**src/rtl/wall_column_span_setup_top_defines.svh**
```systemverilog
// Assertion macros for the wall column span setup RTL.
// Included by wcs_queue, the module that carries concurrent checks; depends on nothing.
`ifndef WALL_COLUMN_SPAN_SETUP_TOP_DEFINES_SVH
`define WALL_COLUMN_SPAN_SETUP_TOP_DEFINES_SVH

// The consequent must hold in the same cycle as the antecedent.
`define WCS_ASSERT_SAME(label, clk, rst, ante, cons) \
   label: assert property (@(posedge clk) disable iff (rst) (ante) |-> (cons)) \
      else $error("wcs check failed");

// The consequent must hold in the cycle after the antecedent.
`define WCS_ASSERT_NEXT(label, clk, rst, ante, cons) \
   label: assert property (@(posedge clk) disable iff (rst) (ante) |=> (cons)) \
      else $error("wcs check failed");

`endif

```
**src/rtl/wcs_pkg.sv**
```systemverilog
// Shared types and constants of the wall column span setup block.
// Used by every RTL module of the block but wcs_divider; depends on nothing.
package wcs_pkg;

   localparam int FRAC_BITS_DEFAULT = 16;
   localparam int QUEUE_DEPTH       = 4;
   localparam int CSR_ADDR_W        = 4;
   localparam int CSR_DATA_W        = 32;

   localparam logic [11:0] VIEW_MAX       = 12'd2048;
   localparam logic [10:0] TEX_MAX        = 11'd1024;
   localparam logic [11:0] VIEW_RESET     = 12'd600;
   localparam logic [10:0] TEX_COLS_RESET = 11'd64;
   localparam logic [10:0] TEX_ROWS_RESET = 11'd64;

   typedef enum logic [1:0] {
      REG_VIEW_ROWS       = 2'd0,
      REG_TEXTURE_COLUMNS = 2'd1,
      REG_TEXTURE_ROWS    = 2'd2
   } reg_index_type;

   typedef struct packed {
      logic [31:0]        wall_distance;
      logic               hit_side;
      logic signed [19:0] direction_x;
      logic signed [19:0] direction_y;
      logic [23:0]        player_x;
      logic [23:0]        player_y;
      logic [11:0]        column_in;
   } req_payload_type;

   typedef struct packed {
      logic [11:0] column_out;
      logic [10:0] first_row;
      logic [10:0] last_row;
      logic [9:0]  texel_column;
      logic [25:0] texel_start;
      logic [26:0] texel_step;
   } rsp_payload_type;

   // A classified column as it waits between the front and the back.
   typedef struct packed {
      logic [11:0]        column;
      logic [31:0]        distance;
      logic [23:0]        coord;
      logic signed [19:0] direction;
      logic               mirror;
   } column_item_type;

   // Clamped configuration as seen by the back end.
   typedef struct packed {
      logic [11:0] view_rows;
      logic [10:0] texture_columns;
      logic [10:0] texture_rows;
   } view_config_type;

endpackage

```
**src/rtl/wcs_front.sv**
```systemverilog
// Front end: accepts a cast ray and classifies it for the back end.
// Depends on wcs_pkg.
module wcs_front (
   input  logic                        clock,
   input  logic                        reset,
   input  logic                        req_valid,
   output logic                        req_stall,
   input  wcs_pkg::req_payload_type    req_payload,
   output logic                        push_valid,
   output wcs_pkg::column_item_type    push_item,
   input  logic                        push_full
);
   import wcs_pkg::*;

   logic            valid_ff, valid_in;
   column_item_type item_ff, item_in;
   logic            accept;

   // The holding register stalls only while its item cannot enter the queue.
   assign req_stall  = valid_ff && push_full;
   assign accept     = req_valid && !req_stall;
   assign push_valid = valid_ff;
   assign push_item  = item_ff;

   // Pick the axis of the hit position, decide on mirroring and raise a zero distance to one.
   always_comb begin
      item_in.column   = req_payload.column_in;
      item_in.distance = (req_payload.wall_distance == 32'd0) ? 32'd1
                                                              : req_payload.wall_distance;
      if (req_payload.hit_side) begin
         item_in.coord     = req_payload.player_x;
         item_in.direction = req_payload.direction_x;
         item_in.mirror    = req_payload.direction_y[19];
      end else begin
         item_in.coord     = req_payload.player_y;
         item_in.direction = req_payload.direction_y;
         item_in.mirror    = !req_payload.direction_x[19] && (req_payload.direction_x != 20'sd0);
      end
   end

   // Occupancy of the holding register.
   always_comb begin
      valid_in = valid_ff;
      if (accept) begin
         valid_in = 1'b1;
      end else if (valid_ff && !push_full) begin
         valid_in = 1'b0;
      end
   end

   always_ff @(posedge clock) begin
      if (reset) begin
         valid_ff <= 1'b0;
      end else begin
         valid_ff <= valid_in;
      end
      if (accept) begin
         item_ff <= item_in;
      end
   end

endmodule

```
**config.mk**
```make
export PLATFORM = sky130hd
export DESIGN_NAME = wcs_front
export DESIGN_NICKNAME = d
export VERILOG_FILES = /design/src/rtl/wall_column_span_setup_top_defines.svh /design/src/rtl/wcs_pkg.sv /design/src/rtl/wcs_front.sv
export SDC_FILE = /design/constraint.sdc
export NUM_CORES = 1
export LEC_CHECK = 0
export CAP_MARGIN = 20
export CORE_MARGIN = 2
export CORE_UTILIZATION = 48
export CTS_BUF_LIST = sky130_fd_sc_hd__clkbuf_8
export DETAILED_ROUTE_END_ITERATION = 10
export DONT_BUFFER_PORTS = 1
export SLEW_MARGIN = 15
export SYNTH_ARGS = -nofsm -noshare
export SYNTH_HDL_FRONTEND = slang
export SYNTH_SLANG_ARGS = --single-unit
```
**constraint.sdc**
```tcl
create_clock -name clock -period 11.35 [get_ports clock]
set_input_delay 1.7025 -clock clock [delete_from_list [all_inputs] [get_ports clock]]
set_output_delay 1.7025 -clock clock [all_outputs]
set_load 0.005 [all_outputs]
```
==> metrics.md <==
| Metric | Value |
|---|---|
| Leak | 1.30 nW |
| Clock period minus worst slack | 3.61 ns |
| Critical Path RT | 9.65 ns |
| DP HPWL | 5000 um |
| Worst Path Max Fanout | 3 |
| Fin Hold WS | 0.699 ns |
| Worst-path clk slew | 0.08 ns |
| Switching Share | 0.205 |
| Status | finished, final reports clean |
| Port-buffer cells | 0 |
| Final hold viol count | 0 |
| Drt pass-1 iters | 4 |
| Clock Skews | 0.00870 ns |
| Layout cells sized above 1 | 0.354 |
| Largest net degree at the start of global routing | 52 |
| Finished layout cell area | 3770 sq um |
| Worst VDD drop | 0.0731 mV |
| Crit-path slowest cell | and2_1 |
| Worst setup EP type | primary output |
| Initial Utilization | 0.497 |
| Int Pwr | 0.000513 W |
| Setup violations, final | 0 |
| Initial antenna violation count | 0 |
| Area Growth Syn to Fin | 4.76% |
| CTS tree | yes |
| Inst Count DP | 258 |
| Syn nets | 331 |
| Reg power frac | 0.626 |
| Max cap viols | 0 |
| Fmax | 277 MHz |
| Routed WL | 6580 um |
| Slew margin rel. | 0.321 |
| Mapped Cells | 194 |
| Drt wl/cell | 24.0 um |
| Dpl ws | 7.53 ns |
| Dominant cells by area after synthesis | edfxtp_1 74%, mux2_4 12%, mux2_2 5.0%, clkbuf_1 3.2%, nor4_1 2.3% |
| Antenna diodes | 0 |
| Final non-filler cell total | 274 |
| Vias per inst | 5.71 |
| Final period util | 0.318 |
| Hold buffer count at CTS | 0 |
| Crit path buffers/inverters | 0 |
| Critical path type | input port to primary output |
| Power share of the clock group | 0.329 |
| Clock Path Buffers | 2 |
| Fin nets | 307 |
| I/O pins | 228 |
| Clk_lat worst skew | 0.35 ns |
| Syn_area_per_cell | 18.6 sq um |
| Final slew viol count | 0 |
| Number of CTS-inserted buffers | 9 |
| Critical Path Source Type | input port |
| Synth area leader | edfxtp_1 |
| Setup TNS | 0 ns |
| Gr usage total | 0.156 |
| Row cnt | 31 |
| RSZ-0062 raised after global routing | false |
| Post_cts resized | 0 |
| Area share of the largest cell type after synthesis | 0.742 |
| CP peak stage delay | 0.20 ns |
| Synthesized area | 3600 sq um |
| CP cell instances | and2_1 |
| Final WS setup | 7.74 ns |
| Seq/Total Area, Yosys | 0.747 |
| Vias | 1565 |
| Net Sw Power | 0.000132 W |
| Sink Count | 90 |
| Filler cell count in the final layout | 571 |
| Unique masters post-synth | 16 |
| Drt initial violations | 37 |
| Worst slew pin tran | 1.02 ns |
| Critical Path AT | 1.90 ns |
| Die footprint | 8210 sq um |
| Die Wd | 90.6 um |
| Setup repair bufs after CTS | 0 |
| Die Height | 90.6 um |
| Pwr dens | 171 nW/um^2 |
| DRT antenna net count | 0 |
| Root Buffer | clkbuf_8 |
| Hold Crit Class | register to register |
| Combinational Power Share | 0.045 |
| H-tree levels | 3 |
| Vias in the first global route | 1682 |
| Grt ovf | 0 |
| Placer congestion estimate | 0.669 |
| Yosys Warn Count | 0 |
| Core box area | 7250 sq um |
| Largest delay share family, worst path | simple AND/OR/NAND/NOR gates |
| DP Area | 3570 sq um |
| DRC viols | 0 |
| First-pass GRT wire length | 9310 um |
| Seq cells post-synth | 90 |
final timing paths:
| check | from | end | slack, ns | depth (start not counted) |
|---|---|---|---|---|
| min | push_valid | push_valid | 0.70 | 3 |
| max | push_full | req_stall | 7.74 | 1 |
| max reg2reg | push_valid | push_item[68] | 8.97 | 3 |
| min reg2reg | push_valid | push_valid | 0.70 | 3 |
synth_stat cells:
cell,count
a31oi_1,1
edfxtp_1,89
and2_1,1
nand4_1,2
buf_6,4
and3_1,1
mux2_2,16
dfxtp_1,1
a21oi_1,1
buf_2,1
nor4_1,13
o21bai_1,1
mux2_4,28
nor2b_1,1
clkbuf_1,31
nor2_1,3
worst min-delay path, cell delays in order (launching register included):
cell,delay (ns)
dfxtp_1,0.33
and2_1,0.19
nor2_1,0.10
nor2_1,0.04
through the flow:
stage / utilization / power [W]
after floorplan: - / 0.000442
after global placement: 0.493 / 0.000441
after detailed placement: 0.493 / 0.000442
after CTS: 0.520 / 0.000655
after global routing: 0.520 / 0.000675
final: 0.520 / 0.000646
layout by cell type (no fill, tap or decap):
cell,n
and3_1,1
clkinv_4,2
inv_6,2
and2_1,1
a21oi_1,1
mux2_2,16
buf_4,1
o21bai_1,1
clkbuf_8,9
bufinv_16,1
nor2b_4,1
dfxtp_1,1
nor4_1,13
nand4_1,2
mux2_4,28
a31oi_1,1
edfxtp_1,89
clkinv_2,2
nor2_1,3
power by group through the flow:
stage,Sequential [W],Clock (W),Combinational [W]
final,0.000404,0.000212,0.0000293
after global placement,0.000412,0,0.0000285
after global routing,0.000406,0.000237,0.0000319
after floorplan,0.000409,0,0.0000327
after CTS,0.000405,0.000220,0.0000300
after detailed placement,0.000412,0,0.0000302
layout make-up:
| class | instances | area [sq um] | share of cell area |
|---|---|---|---|
| Sequential cell | 90 | 2690 | 0.714 |
| Multi-Input combinational cell | 68 | 751 | 0.199 |
| Clock buffer | 9 | 124 | 0.0328 |
| Tap cell | 99 | 124 | 0.0328 |
| Clock inverter | 7 | 75.1 | 0.0199 |
| Timing Repair Buffer | 1 | 7.51 | 0.00199 |
flip-flops by register name, summed over array words and instances (netlist names):
signal and cells:
push_item 89, push_valid 1
logic make-up (layout without fill, tap and decap cells):
family	after synthesis	after routing	synth area share
muxes	44	44	0.167
and+or+nand+nor	21	21	0.0344
DFF	90	90	0.747
AOI/OAI and AO/OA	3	3	0.00521
buffers and inverters	36	17	0.0462
per-layer routing:
| layer | track usage | part of all wire | vias up |
|---|---|---|---|
| met5 | 0 | 0 | - |
| met4 | 0.0654 | 0.016 | 0 |
| met3 | 0.0885 | 0.13 | 9 |
| met2 | 0.284 | 0.55 | 143 |
| met1 | 0.139 | 0.30 | 737 |
| li1 | - | - | 676 |
(Power assumes the default switching activity.)
