[config.mk]
export PLATFORM = sky130hd
export DESIGN_NAME = wcs_queue
export DESIGN_NICKNAME = d
export VERILOG_FILES = /design/src/rtl/wcs_pkg.sv /design/src/rtl/wcs_queue.sv
export VERILOG_INCLUDE_DIRS = /design/src /design/src/rtl
export SDC_FILE = /design/constraint.sdc
export NUM_CORES = 1
export LEC_CHECK = 0
export BUFFER_PORTS_ARGS = -buffer_cell sky130_fd_sc_hd__buf_2
export CORE_UTILIZATION = 50
export CTS_CLUSTER_DIAMETER = 60
export DETAILED_ROUTE_END_ITERATION = 8
export PLACE_DENSITY = 0.71
export SYNTH_ARGS = -nofsm -noshare
export SYNTH_HDL_FRONTEND = slang
export SYNTH_SLANG_ARGS = --single-unit
[constraint.sdc]
create_clock -name clock -period 3.8 [get_ports clock]
set_input_delay 0.57 -clock clock [delete_from_list [all_inputs] [get_ports clock]]
set_output_delay 0.57 -clock clock [all_outputs]
set_load 0.01 [all_outputs]
[src/rtl/wall_column_span_setup_top_defines.svh]
// Assertion macros for the wall column span setup RTL.
// Included by wcs_queue, the module that carries concurrent checks; depends on nothing.
`ifndef WALL_COLUMN_SPAN_SETUP_TOP_DEFINES_SVH
`define WALL_COLUMN_SPAN_SETUP_TOP_DEFINES_SVH

// The consequent must hold in the same cycle as the antecedent.
`define WCS_ASSERT_SAME(label, clk, rst, ante, cons) \
   label: assert property (@(posedge clk) disable iff (rst) (ante) |-> (cons)) \
      else $error("wcs check failed");

// The consequent must hold in the cycle after the antecedent.
`define WCS_ASSERT_NEXT(label, clk, rst, ante, cons) \
   label: assert property (@(posedge clk) disable iff (rst) (ante) |=> (cons)) \
      else $error("wcs check failed");

`endif

[src/rtl/wcs_pkg.sv]
// Shared types and constants of the wall column span setup block.
// Used by every RTL module of the block but wcs_divider; depends on nothing.
package wcs_pkg;

   localparam int FRAC_BITS_DEFAULT = 16;
   localparam int QUEUE_DEPTH       = 4;
   localparam int CSR_ADDR_W        = 4;
   localparam int CSR_DATA_W        = 32;

   localparam logic [11:0] VIEW_MAX       = 12'd2048;
   localparam logic [10:0] TEX_MAX        = 11'd1024;
   localparam logic [11:0] VIEW_RESET     = 12'd600;
   localparam logic [10:0] TEX_COLS_RESET = 11'd64;
   localparam logic [10:0] TEX_ROWS_RESET = 11'd64;

   typedef enum logic [1:0] {
      REG_VIEW_ROWS       = 2'd0,
      REG_TEXTURE_COLUMNS = 2'd1,
      REG_TEXTURE_ROWS    = 2'd2
   } reg_index_type;

   typedef struct packed {
      logic [31:0]        wall_distance;
      logic               hit_side;
      logic signed [19:0] direction_x;
      logic signed [19:0] direction_y;
      logic [23:0]        player_x;
      logic [23:0]        player_y;
      logic [11:0]        column_in;
   } req_payload_type;

   typedef struct packed {
      logic [11:0] column_out;
      logic [10:0] first_row;
      logic [10:0] last_row;
      logic [9:0]  texel_column;
      logic [25:0] texel_start;
      logic [26:0] texel_step;
   } rsp_payload_type;

   // A classified column as it waits between the front and the back.
   typedef struct packed {
      logic [11:0]        column;
      logic [31:0]        distance;
      logic [23:0]        coord;
      logic signed [19:0] direction;
      logic               mirror;
   } column_item_type;

   // Clamped configuration as seen by the back end.
   typedef struct packed {
      logic [11:0] view_rows;
      logic [10:0] texture_columns;
      logic [10:0] texture_rows;
   } view_config_type;

endpackage

[src/rtl/wcs_queue.sv]
// Short queue of classified columns between the front and back ends.
// Depends on wcs_pkg and the assertion macro header.
`include "wall_column_span_setup_top_defines.svh"
module wcs_queue (
   input  logic                        clock,
   input  logic                        reset,
   input  logic                        push_valid,
   input  wcs_pkg::column_item_type    push_item,
   output logic                        full,
   input  logic                        pop_req,
   output logic                        empty,
   output wcs_pkg::column_item_type    pop_item
);
   import wcs_pkg::*;

   localparam int PTR_W = $clog2(QUEUE_DEPTH);
   localparam int CNT_W = $clog2(QUEUE_DEPTH + 1);

   column_item_type   slot_ff [QUEUE_DEPTH];
   logic [PTR_W-1:0]  wr_ptr_ff, wr_ptr_in;
   logic [PTR_W-1:0]  rd_ptr_ff, rd_ptr_in;
   logic [CNT_W-1:0]  count_ff, count_in;
   logic              push, pop;

   assign full     = (count_ff == CNT_W'(QUEUE_DEPTH));
   assign empty    = (count_ff == '0);
   assign push     = push_valid && !full;
   assign pop      = pop_req && !empty;
   assign pop_item = slot_ff[rd_ptr_ff];

   // Pointer and fill count update.
   always_comb begin
      wr_ptr_in = push ? wr_ptr_ff + 1'b1 : wr_ptr_ff;
      rd_ptr_in = pop ? rd_ptr_ff + 1'b1 : rd_ptr_ff;
      count_in  = count_ff;
      if (push && !pop) begin
         count_in = count_ff + 1'b1;
      end else if (pop && !push) begin
         count_in = count_ff - 1'b1;
      end
   end

   always_ff @(posedge clock) begin
      if (reset) begin
         wr_ptr_ff <= '0;
         rd_ptr_ff <= '0;
         count_ff  <= '0;
      end else begin
         wr_ptr_ff <= wr_ptr_in;
         rd_ptr_ff <= rd_ptr_in;
         count_ff  <= count_in;
      end
      if (push) begin
         slot_ff[wr_ptr_ff] <= push_item;
      end
   end

   `WCS_ASSERT_SAME(a_count_bound, clock, reset, 1'b1, count_ff <= CNT_W'(QUEUE_DEPTH))
   `WCS_ASSERT_NEXT(a_push_grows, clock, reset, push && !pop, count_ff == $past(count_ff) + 1'b1)
   `WCS_ASSERT_NEXT(a_pop_shrinks, clock, reset, pop && !push, count_ff == $past(count_ff) - 1'b1)

endmodule

==> results of run 1 <==
report_power, final:
| group | leakage (nW) | total, W | internal (W) | switching, W |
|---|---|---|---|---|
| combinational | 1.39 | 0.00228 | 0.00114 | 0.00114 |
| clock | 0.563 | 0.00337 | 0.00195 | 0.00142 |
| sequential | 3.34 | 0.00506 | 0.00484 | 0.000217 |
| total | 5.29 | 0.0107 | 0.00793 | 0.00278 |
layout make-up:
| class | count | area, µm² |
|---|---|---|
| inverters | 4 | 15.0 |
| fillers | 1788 | 10300 |
| diodes | 4 | 10.0 |
| clock inverters | 22 | 185 |
| flip-flops and latches | 365 | 10900 |
| clock buffers | 41 | 951 |
| well taps | 335 | 419 |
| multi-input cells | 123 | 2270 |
| repair buffers | 191 | 1060 |
sequential cells by signal, summed over array words and instances (netlist names), named ones only:
register	flops
rd_ptr_ff	2
wr_ptr_ff	2
count_ff	3
slot_ff	356
critical path, stage by stage, from the launching register on:
cell	delay, ns
dfxtp_4	0.87
buf_12	0.30
mux4_2	0.37
buf_2	0.16
cell usage after synthesis:
library cell  number
buf_2             10
ha_1               5
dfxtp_1            9
fa_1               1
buf_8              1
nand2b_1           2
mux4_2            89
and2_1             4
nor2_1             6
nor3b_1            1
edfxtp_1         356
o311ai_0           1
clkbuf_1           8
nor3_1             1
buf_6              1
buf_12             1
or3_1              2
mux2i_1            2
inv_1              4
a21oi_1            2
o31ai_1            1
o21ai_0            2
xor2_1             4
through the flow:
step,area (µm²),util
finish,15800,0.606
global route,15800,0.606
CTS,15800,0.606
detailed placement,14600,0.562
global placement,14600,0.562
floorplan,13300,-
per-layer routing:
metal	up-vias	global-route usage	routed length, µm
met2	166	0.301	12500
met5	-	0	13
li1	2621	-	-
met1	3147	0.242	10100
met4	2	0.0500	434
met3	32	0.0540	1750
how the worst max path moves through the flow:
stage          cells after the start             end  slack [ns]  startpoint
4_1_cts                            3    pop_item[78]        0.84    register
2_1_floorplan                      3   slot_ff[2][0]        0.37  push_valid
3_3_place_gp                       5  slot_ff[0][17]        1.35  push_valid
3_5_place_dp                       5  slot_ff[0][15]        1.32  push_valid
5_1_grt                            3    pop_item[28]        0.76    register
6_report                           3    pop_item[12]        0.89    register
cells in the final DEF, fill, tap and decap left out, types with 4 or more instances in the layout:
master       n
and2_4       4
clkinv_1     6
buf_12       7
xor2_1       4
ha_1         5
clkinv_2     9
nor2_1       6
inv_1        4
clkbuf_16   37
dfxtp_1      7
buf_2      183
diode_2      4
edfxtp_1   356
mux4_2      89
cell families (layout without fill, tap and decap cells):
logic type,Yosys count,after routing,share of synthesized area
DFF,365,365,0.819
muxes,91,91,0.152
buffers and inverters,25,258,0.0106
and+or+nand+nor,16,16,0.00641
adders and majority gates,6,6,0.00622
AOI/OAI and AO/OA,6,6,0.00273
xor gates and xnor gates,4,4,0.00264
other,0,4,0
==> results.cfg, run 1 <==
[synth]
syn-mean-instance-area_um2 = 25.9
netlist_instances = 513
yosysTopAreaCell = edfxtp_1
synthesis.area_mm2 = 0.0133
synthDistinctLibCells = 23
seq_area_frac_synth = 0.819
ys_ff_latch = 365
syn-num-nets = 612
synth_area_leaders = edfxtp_1, mux4_2, dfxtp_1
netlist.area_leader.share = 0.805
yosys_warnings = 0

[placement]
portBuffers = 183
gp_congestion = 0.703
hpwl_um = 15500
dpl.cell_count = 1018
dpl_worst_slack_ns = 1.32

[cts]
clkTransAtPathRegs_ns = 0.06
cts_root_buf = clkbuf_16
cts_setup_buffers = 0
clock_latency_ns = 0.52
cts.sinks = 365
cts-resized-gates = 0
ctsHoldBuffers = 0
cts_tree = done
h-tree-depth = 2
cts_buffers = 37
clock_path_buffers = 3

[hold_path]
hold_path_end = slot_ff[3][1]
worstHoldPathCells = 1
hp-class = in -> reg
hold_path.startpoint = push_item[1]

[worst_setup_path]
reg2reg_depth = 4
r2r_setup_slack_ns = 1.47
crit_required_ns = 3.23
endpoint_kind = output pin
worstSetupStartpointType = register
cp_max_fo = 57
path_class = reg -> out
r2r-end = slot_ff[0][17]
regToRegStartpoint = count_ff[0]
worst_ep_arrival_time_ns = 2.34

[sta]
max_freq_ghz = 0.344
tightest_slew_ns = 0.879
min_period_ns = 2.91
hold_viol_final = 0
fin_skew_ns = 0.0141
grt_setup_unrepaired = false
final_max_slew_viol_count = 0
min_period_over_period = 0.766
final.setup.tns_ns = 0
finalWorstSetupSlack_ns = 0.890
setup_viol = 0
relSlewSlack = 0.414
holdWs_ns = 0.264

[global_routing]
grt_usage = 0.184
grt-ovfl-total = 0
grt_antenna_before_repair = 5
grt_pass1_vias = 6370
grt_max_degree = 58
grt_pass1_wl_um = 36500

[drt]
num_vias = 5968
wl_um = 24700
wl_per_cell_um = 22.8
drtPass1Iterations = 4
drc = 0
drtIter0Drc = 429
postRouteAntennaNets = 0
vias_per_cell = 5.50

[power]
powerDensity_mw_per_mm2 = 678
p_leak_nw = 5.29
finalPower_w = 0.0107
vdd_drop_max_uv = 525

[floorplan]
die_area_mm2 = 0.0272
initial_core_util = 0.509
rows = 59
core_area_mm2 = 0.0261
die_y_um = 165
ios = 184
die_w_um = 165

[layout]
drive_above_1_share = 0.456
final_cells = 1085
finalNetCount = 821
syn2layout_area_growth_pct = 19.0

[status]
status = completed

[run]
max_cap_violations = 0
Power figures use the tool's default switching activity.
==> run 2: changes to the inputs <==
Settings changed: PLACE_DENSITY 0.71 to 0.74.
Clock period 3.8 ns to 2.4 ns, I/O delays scaled along.
==> results.cfg, run 2 (synthesis gave the netlist of run 1 again) <==
[global_routing]
grt_pass1_wl_um = 36300
grt_pass1_vias = 6571
grt_max_degree = 66
grt_antenna_before_repair = 5
grt_usage = 0.181
grt-ovfl-total = 0

[layout]
largest_reg_flops = 356
final_common_cell = edfxtp_1
fillerInstances = 1747
multi_input_area_mm2 = 0.00229
regArea_mm2 = 0.0109
finalNetCount = 831
syn2layout_area_growth_pct = 20.4
final_area_mm2 = 0.0160
largest-register = slot_ff
largestRegisters = slot_ff: 356 flops, count_ff: 3 flops
drive_above_1_share = 0.457
layout_common_cells = edfxtp_1, buf_2, mux4_2
final_cells = 1093

[drt]
vias_per_cell = 5.53
drc = 0
postRouteAntennaNets = 0
wl_per_cell_um = 22.0
wl_um = 24000
drtPass1Iterations = 4
num_vias = 6047
drtIter0Drc = 350

[worst_setup_path]
path_class = reg -> out
cp_max_fo = 29
r2r_setup_slack_ns = 0.12
crit_required_ns = 2.04
worst_ep_arrival_time_ns = 1.93
endpoint_kind = output pin
worstSetupStartpointType = register

[power]
p_leak_nw = 5.37
powerDensity_mw_per_mm2 = 1080
intPower_w = 0.0129
vdd_drop_max_uv = 736
pwr-share-comb = 0.223
p_switching_w = 0.00431
p_clk_frac = 0.318
switching_share = 0.250
p_seq_frac = 0.459

[floorplan]
initial_core_util = 0.509
core_area_mm2 = 0.0261
die_area_mm2 = 0.0272
die_y_um = 165
rows = 59
ios = 184
die_w_um = 165

[cts]
cts_root_buf = clkbuf_16
cts_tree = done
clock_path_buffers = 3
ctsHoldBuffers = 0
clkTransAtPathRegs_ns = 0.06
h-tree-depth = 2
cts_buffers = 37
clock_latency_ns = 0.50
cts.sinks = 365

[run]
max_cap_violations = 0

[sta]
min_period_over_period = 0.955
holdWs_ns = 0.0648
final_max_slew_viol_count = 0
max_freq_ghz = 0.436
finalWorstSetupSlack_ns = 0.108
fin_skew_ns = 0.0161
tightest_slew_ns = 0.432
setup_viol = 0
min_period_ns = 2.29
relSlewSlack = 0.712
hold_viol_final = 0
grt_setup_unrepaired = false
final.setup.tns_ns = 0

[placement]
hpwl_um = 14400
place_area_mm2 = 0.0148
dpl.cell_count = 1025
dpl_worst_slack_ns = -0.0117
gp_congestion = 0.738
portBuffers = 183

[status]
status = completed

[hold_path]
hp-class = in -> reg
run 2: stage by stage:
step / utilization / power [W]
final: 0.614 / 0.0172
after CTS: 0.613 / 0.0174
after global routing: 0.613 / 0.0180
after detailed placement: 0.568 / 0.0119
after global placement: 0.568 / 0.0118
after floorplan: - / 0.0104
run 2: cell type report:
cell class | count | share of cell area
antenna | 1 | 0.000157
clock buffer | 49 | 0.0634
clock inverter | 15 | 0.00931
inverter | 4 | 0.000939
multi-input combinational | 123 | 0.143
sequential | 365 | 0.680
tap | 335 | 0.0262
timing repair buffer | 201 | 0.0767
run 2: path summary, 6_finish.rpt:
| kind | from | to | depth (start not counted) |
|---|---|---|---|
| worst max-delay path | register | pop_item[38] | 3 |
| worst min-delay path | push_item[55] | slot_ff[0][55] | 1 |
| worst max register to register | count_ff[0] | count_ff[2] | 8 |
| worst min register to register | rd_ptr_ff[0] | register | 2 |
run 2: power groups by stage:
| stage | logic (W) | registers (W) | clock network [W] |
|---|---|---|---|
| after floorplan | 0.00251 | 0.00791 | 0 |
| after global placement | 0.00378 | 0.00802 | 0 |
| after detailed placement | 0.00385 | 0.00807 | 0 |
| after CTS | 0.00395 | 0.00790 | 0.00559 |
| after global routing | 0.00418 | 0.00795 | 0.00584 |
| final | 0.00384 | 0.00790 | 0.00547 |
run 2: critical path, stage by stage, from the launching register on:
cell and delay, ns:
dfxtp_4 0.62, buf_12 0.28, mux4_2 0.35, buf_2 0.16
run 2: what timing repair did:
action | in CTS | in global routing
pin swaps | 0 | 1
buffers inserted | 2 | 1
resized for setup | 1 | 2
setup endpoints to repair | 80 | 1
run 2: per-layer routing:
layer	part of all wire	vias to the layer above	wire (µm)	global-route usage
met3	0.063	46	1510	0.0429
met2	0.52	192	12500	0.317
met5	0.0023	-	55	0
met1	0.39	3153	9470	0.221
li1	-	2648	-	-
met4	0.019	8	449	0.0588
==> run 3: changes to the inputs <==
Settings changed: ABC_AREA from default to 1, ABC_CLOCK_PERIOD_IN_PS from default to 2400, CORE_UTILIZATION 50 to 46, PLACE_DENSITY 0.74 to 0.69.
==> results.cfg, run 3 <==
[hold_path]
hold_path_end = slot_ff[3][2]
worstHoldPathCells = 1
hp-class = in -> reg
hold_path.startpoint = push_item[2]

[synth]
synth_area_leaders = edfxtp_1, o21ai_0, nor2_1
synth_most_common_cell = edfxtp_1
synth_top_family_by_area = compound AO/OA/AOI/OAI gates
yosys_warnings = 0
synth_ff_type = edfxtp_1
synth_xor_area_frac = 0.000641
syn-num-nets = 1030
syn-mean-instance-area_um2 = 14.7
synthSimpleGateAreaFrac = 0.0589
muxShareOfSynthArea = 0
synthDistinctLibCells = 21
synthesis.area_mm2 = 0.0137
seq_area_frac_synth = 0.796
synth_fa_ha_area_frac = 0.00604
netlist.area_leader.share = 0.782
async_flop_share = 0
yosys-top-cells-count = edfxtp_1, nor2_1, o21ai_0
ys_ff_latch = 365
synth-edff-count = 356
netlist_instances = 931
yosysTopAreaCell = edfxtp_1
synth_compound_area_frac = 0.107

[worst_setup_path]
worstSetupStartpointType = register
cpPeakStageDelay_ns = 0.37
crit_path_cell_trace = inv_6 -> buf_4 -> o21ai_0 -> o22ai_1 -> buf_2
r2r-end = count_ff[1]
path_class = reg -> out
reg2reg_depth = 9
cp_max_fo = 38
regToRegStartpoint = count_ff[1]
crit_required_ns = 2.04
endpoint_kind = output pin
r2r_setup_slack_ns = 0.48
worst_ep_arrival_time_ns = 1.94
crit_path_top_delay_cell = dfxtp_4

[power]
vdd_drop_max_uv = 773
finalPower_w = 0.0179
powerDensity_mw_per_mm2 = 1090
p_leak_nw = 5.76

[sta]
max_freq_ghz = 0.435
fin_skew_ns = 0.0108
hold_viol_final = 0
final_max_slew_viol_count = 0
final.setup.tns_ns = 0
min_period_over_period = 0.958
relSlewSlack = 0.612
tightest_slew_ns = 0.582
holdWs_ns = 0.0562
finalWorstSetupSlack_ns = 0.101
grt_setup_unrepaired = true
min_period_ns = 2.30
setup_viol = 0

[drt]
drtPass1Iterations = 4
wl_per_cell_um = 18.8
wl_met3_um = 2370
drtIter0Drc = 709
dr_wl_met2_um = 13700
wl_um = 28900
wl_met1_um = 12200
vias_per_cell = 5.34
num_vias = 8202
drc = 0
top_layer_used = met5
postRouteAntennaNets = 0

[global_routing]
grt_antenna_before_repair = 5
grt_max_degree = 90
grt_pass1_vias = 8237
grt_usage = 0.188
grt-ovfl-total = 0
grt_pass1_wl_um = 44400

[floorplan]
ios = 184
die_y_um = 174
die_w_um = 174
core_area_mm2 = 0.0289
die_area_mm2 = 0.0304
initial_core_util = 0.472
rows = 62

[placement]
portBuffers = 183
hpwl_um = 15700
dpl_worst_slack_ns = 0.484
gp_congestion = 0.750
dpl.cell_count = 1462

[cts]
cts.sinks = 365
clock_latency_ns = 0.51
cts_tree = done
ctsHoldBuffers = 0
cts_root_buf = clkbuf_16
clock_path_buffers = 3
h-tree-depth = 2
cts_buffers = 39
clkTransAtPathRegs_ns = 0.06

[layout]
multi_input_area_mm2 = 0.00240
final_common_cell = edfxtp_1
final_cells = 1537
drive_above_1_share = 0.239
regArea_mm2 = 0.0109
largest_reg_flops = 356
largestRegisters = slot_ff: 356 flops, count_ff: 3 flops
finalNetCount = 1220
layout_common_cells = edfxtp_1, nor2_1, buf_2
fillerInstances = 2317
syn2layout_area_growth_pct = 19.6
largest-register = slot_ff

[status]
status = completed

[run]
max_cap_violations = 0
==> run 3: cell count changes in the layout (fill, tap and decap cells not counted), sizes merged, moves of 3 or more <==
| cell | before | now |
|---|---|---|
| xor2 | 4 | 1 |
| nor2 | 6 | 192 |
| nand3 | 0 | 4 |
| nand2 | 0 | 15 |
| buf | 201 | 206 |
| inv | 6 | 21 |
| o21ai | 2 | 179 |
| mux4 | 89 | 0 |
| o22ai | 0 | 89 |
| and2 | 4 | 0 |
| diode | 1 | 4 |
==> run 3: critical path: cells and delay by family (launching register included) <==
family	cells	cell delay [ns]
AOI/OAI and AO/OA	2	0.32
buffers and inverters	3	0.73
DFF	1	0.37
==> run 3: power by group <==
group	internal, W	total (W)	switching [W]
logic	0.00140	0.00412	0.00272
registers	0.00775	0.00793	0.000179
clock network	0.00350	0.00584	0.00235
==> run 3: area by class of cell <==
cell class,instances,share of cell area
Antenna cell,4,0.000613
Inverter,18,0.00444
Sequential cell,365,0.666
Multi-Input combinational cell,490,0.147
Timing Repair Buffer,207,0.0762
Clock buffer,49,0.0633
Tap cell,384,0.0294
Clock inverter,20,0.0132
==> run 3: per-stage QoR <==
stage	cell area (µm²)	util
6_report	16300	0.565
5_1_grt	16300	0.564
4_1_cts	16300	0.563
3_5_place_dp	15000	0.519
3_3_place_gp	15000	0.519
2_1_floorplan	13700	-
==> run 3: cells by family after synthesis <==
kind of cell	after synthesis
and+or+nand+nor	212
adders and majority gates	6
AOI/OAI and AO/OA	271
buffers and inverters	76
xor gates and xnor gates	1
DFF	365
==> run 3: worst max path at each step <==
| stage | endpoint | slack, ns | cells after the start |
|---|---|---|---|
| finish | pop_item[41] | 0.10 | 5 |
| global route | pop_item[31] | -0.02 | 5 |
| CTS | pop_item[31] | 0.07 | 5 |
| detailed placement | count_ff[1] | 0.48 | 9 |
| global placement | count_ff[1] | 0.52 | 9 |
| floorplan | slot_ff[0][0] | 0.01 | 4 |
==> run 3: repair_timing <==
action	CTS	global route
buffers inserted	0	1
endpoints found under the setup margin	0	9
gates resized for setup	0	3
==> run 3: per-layer routing <==
| layer | GRT usage | up-vias |
|---|---|---|
| met2 | 0.308 | 234 |
| met5 | 0 | - |
| met3 | 0.0571 | 51 |
| met1 | 0.243 | 4040 |
| li1 | - | 3873 |
| met4 | 0.0508 | 4 |
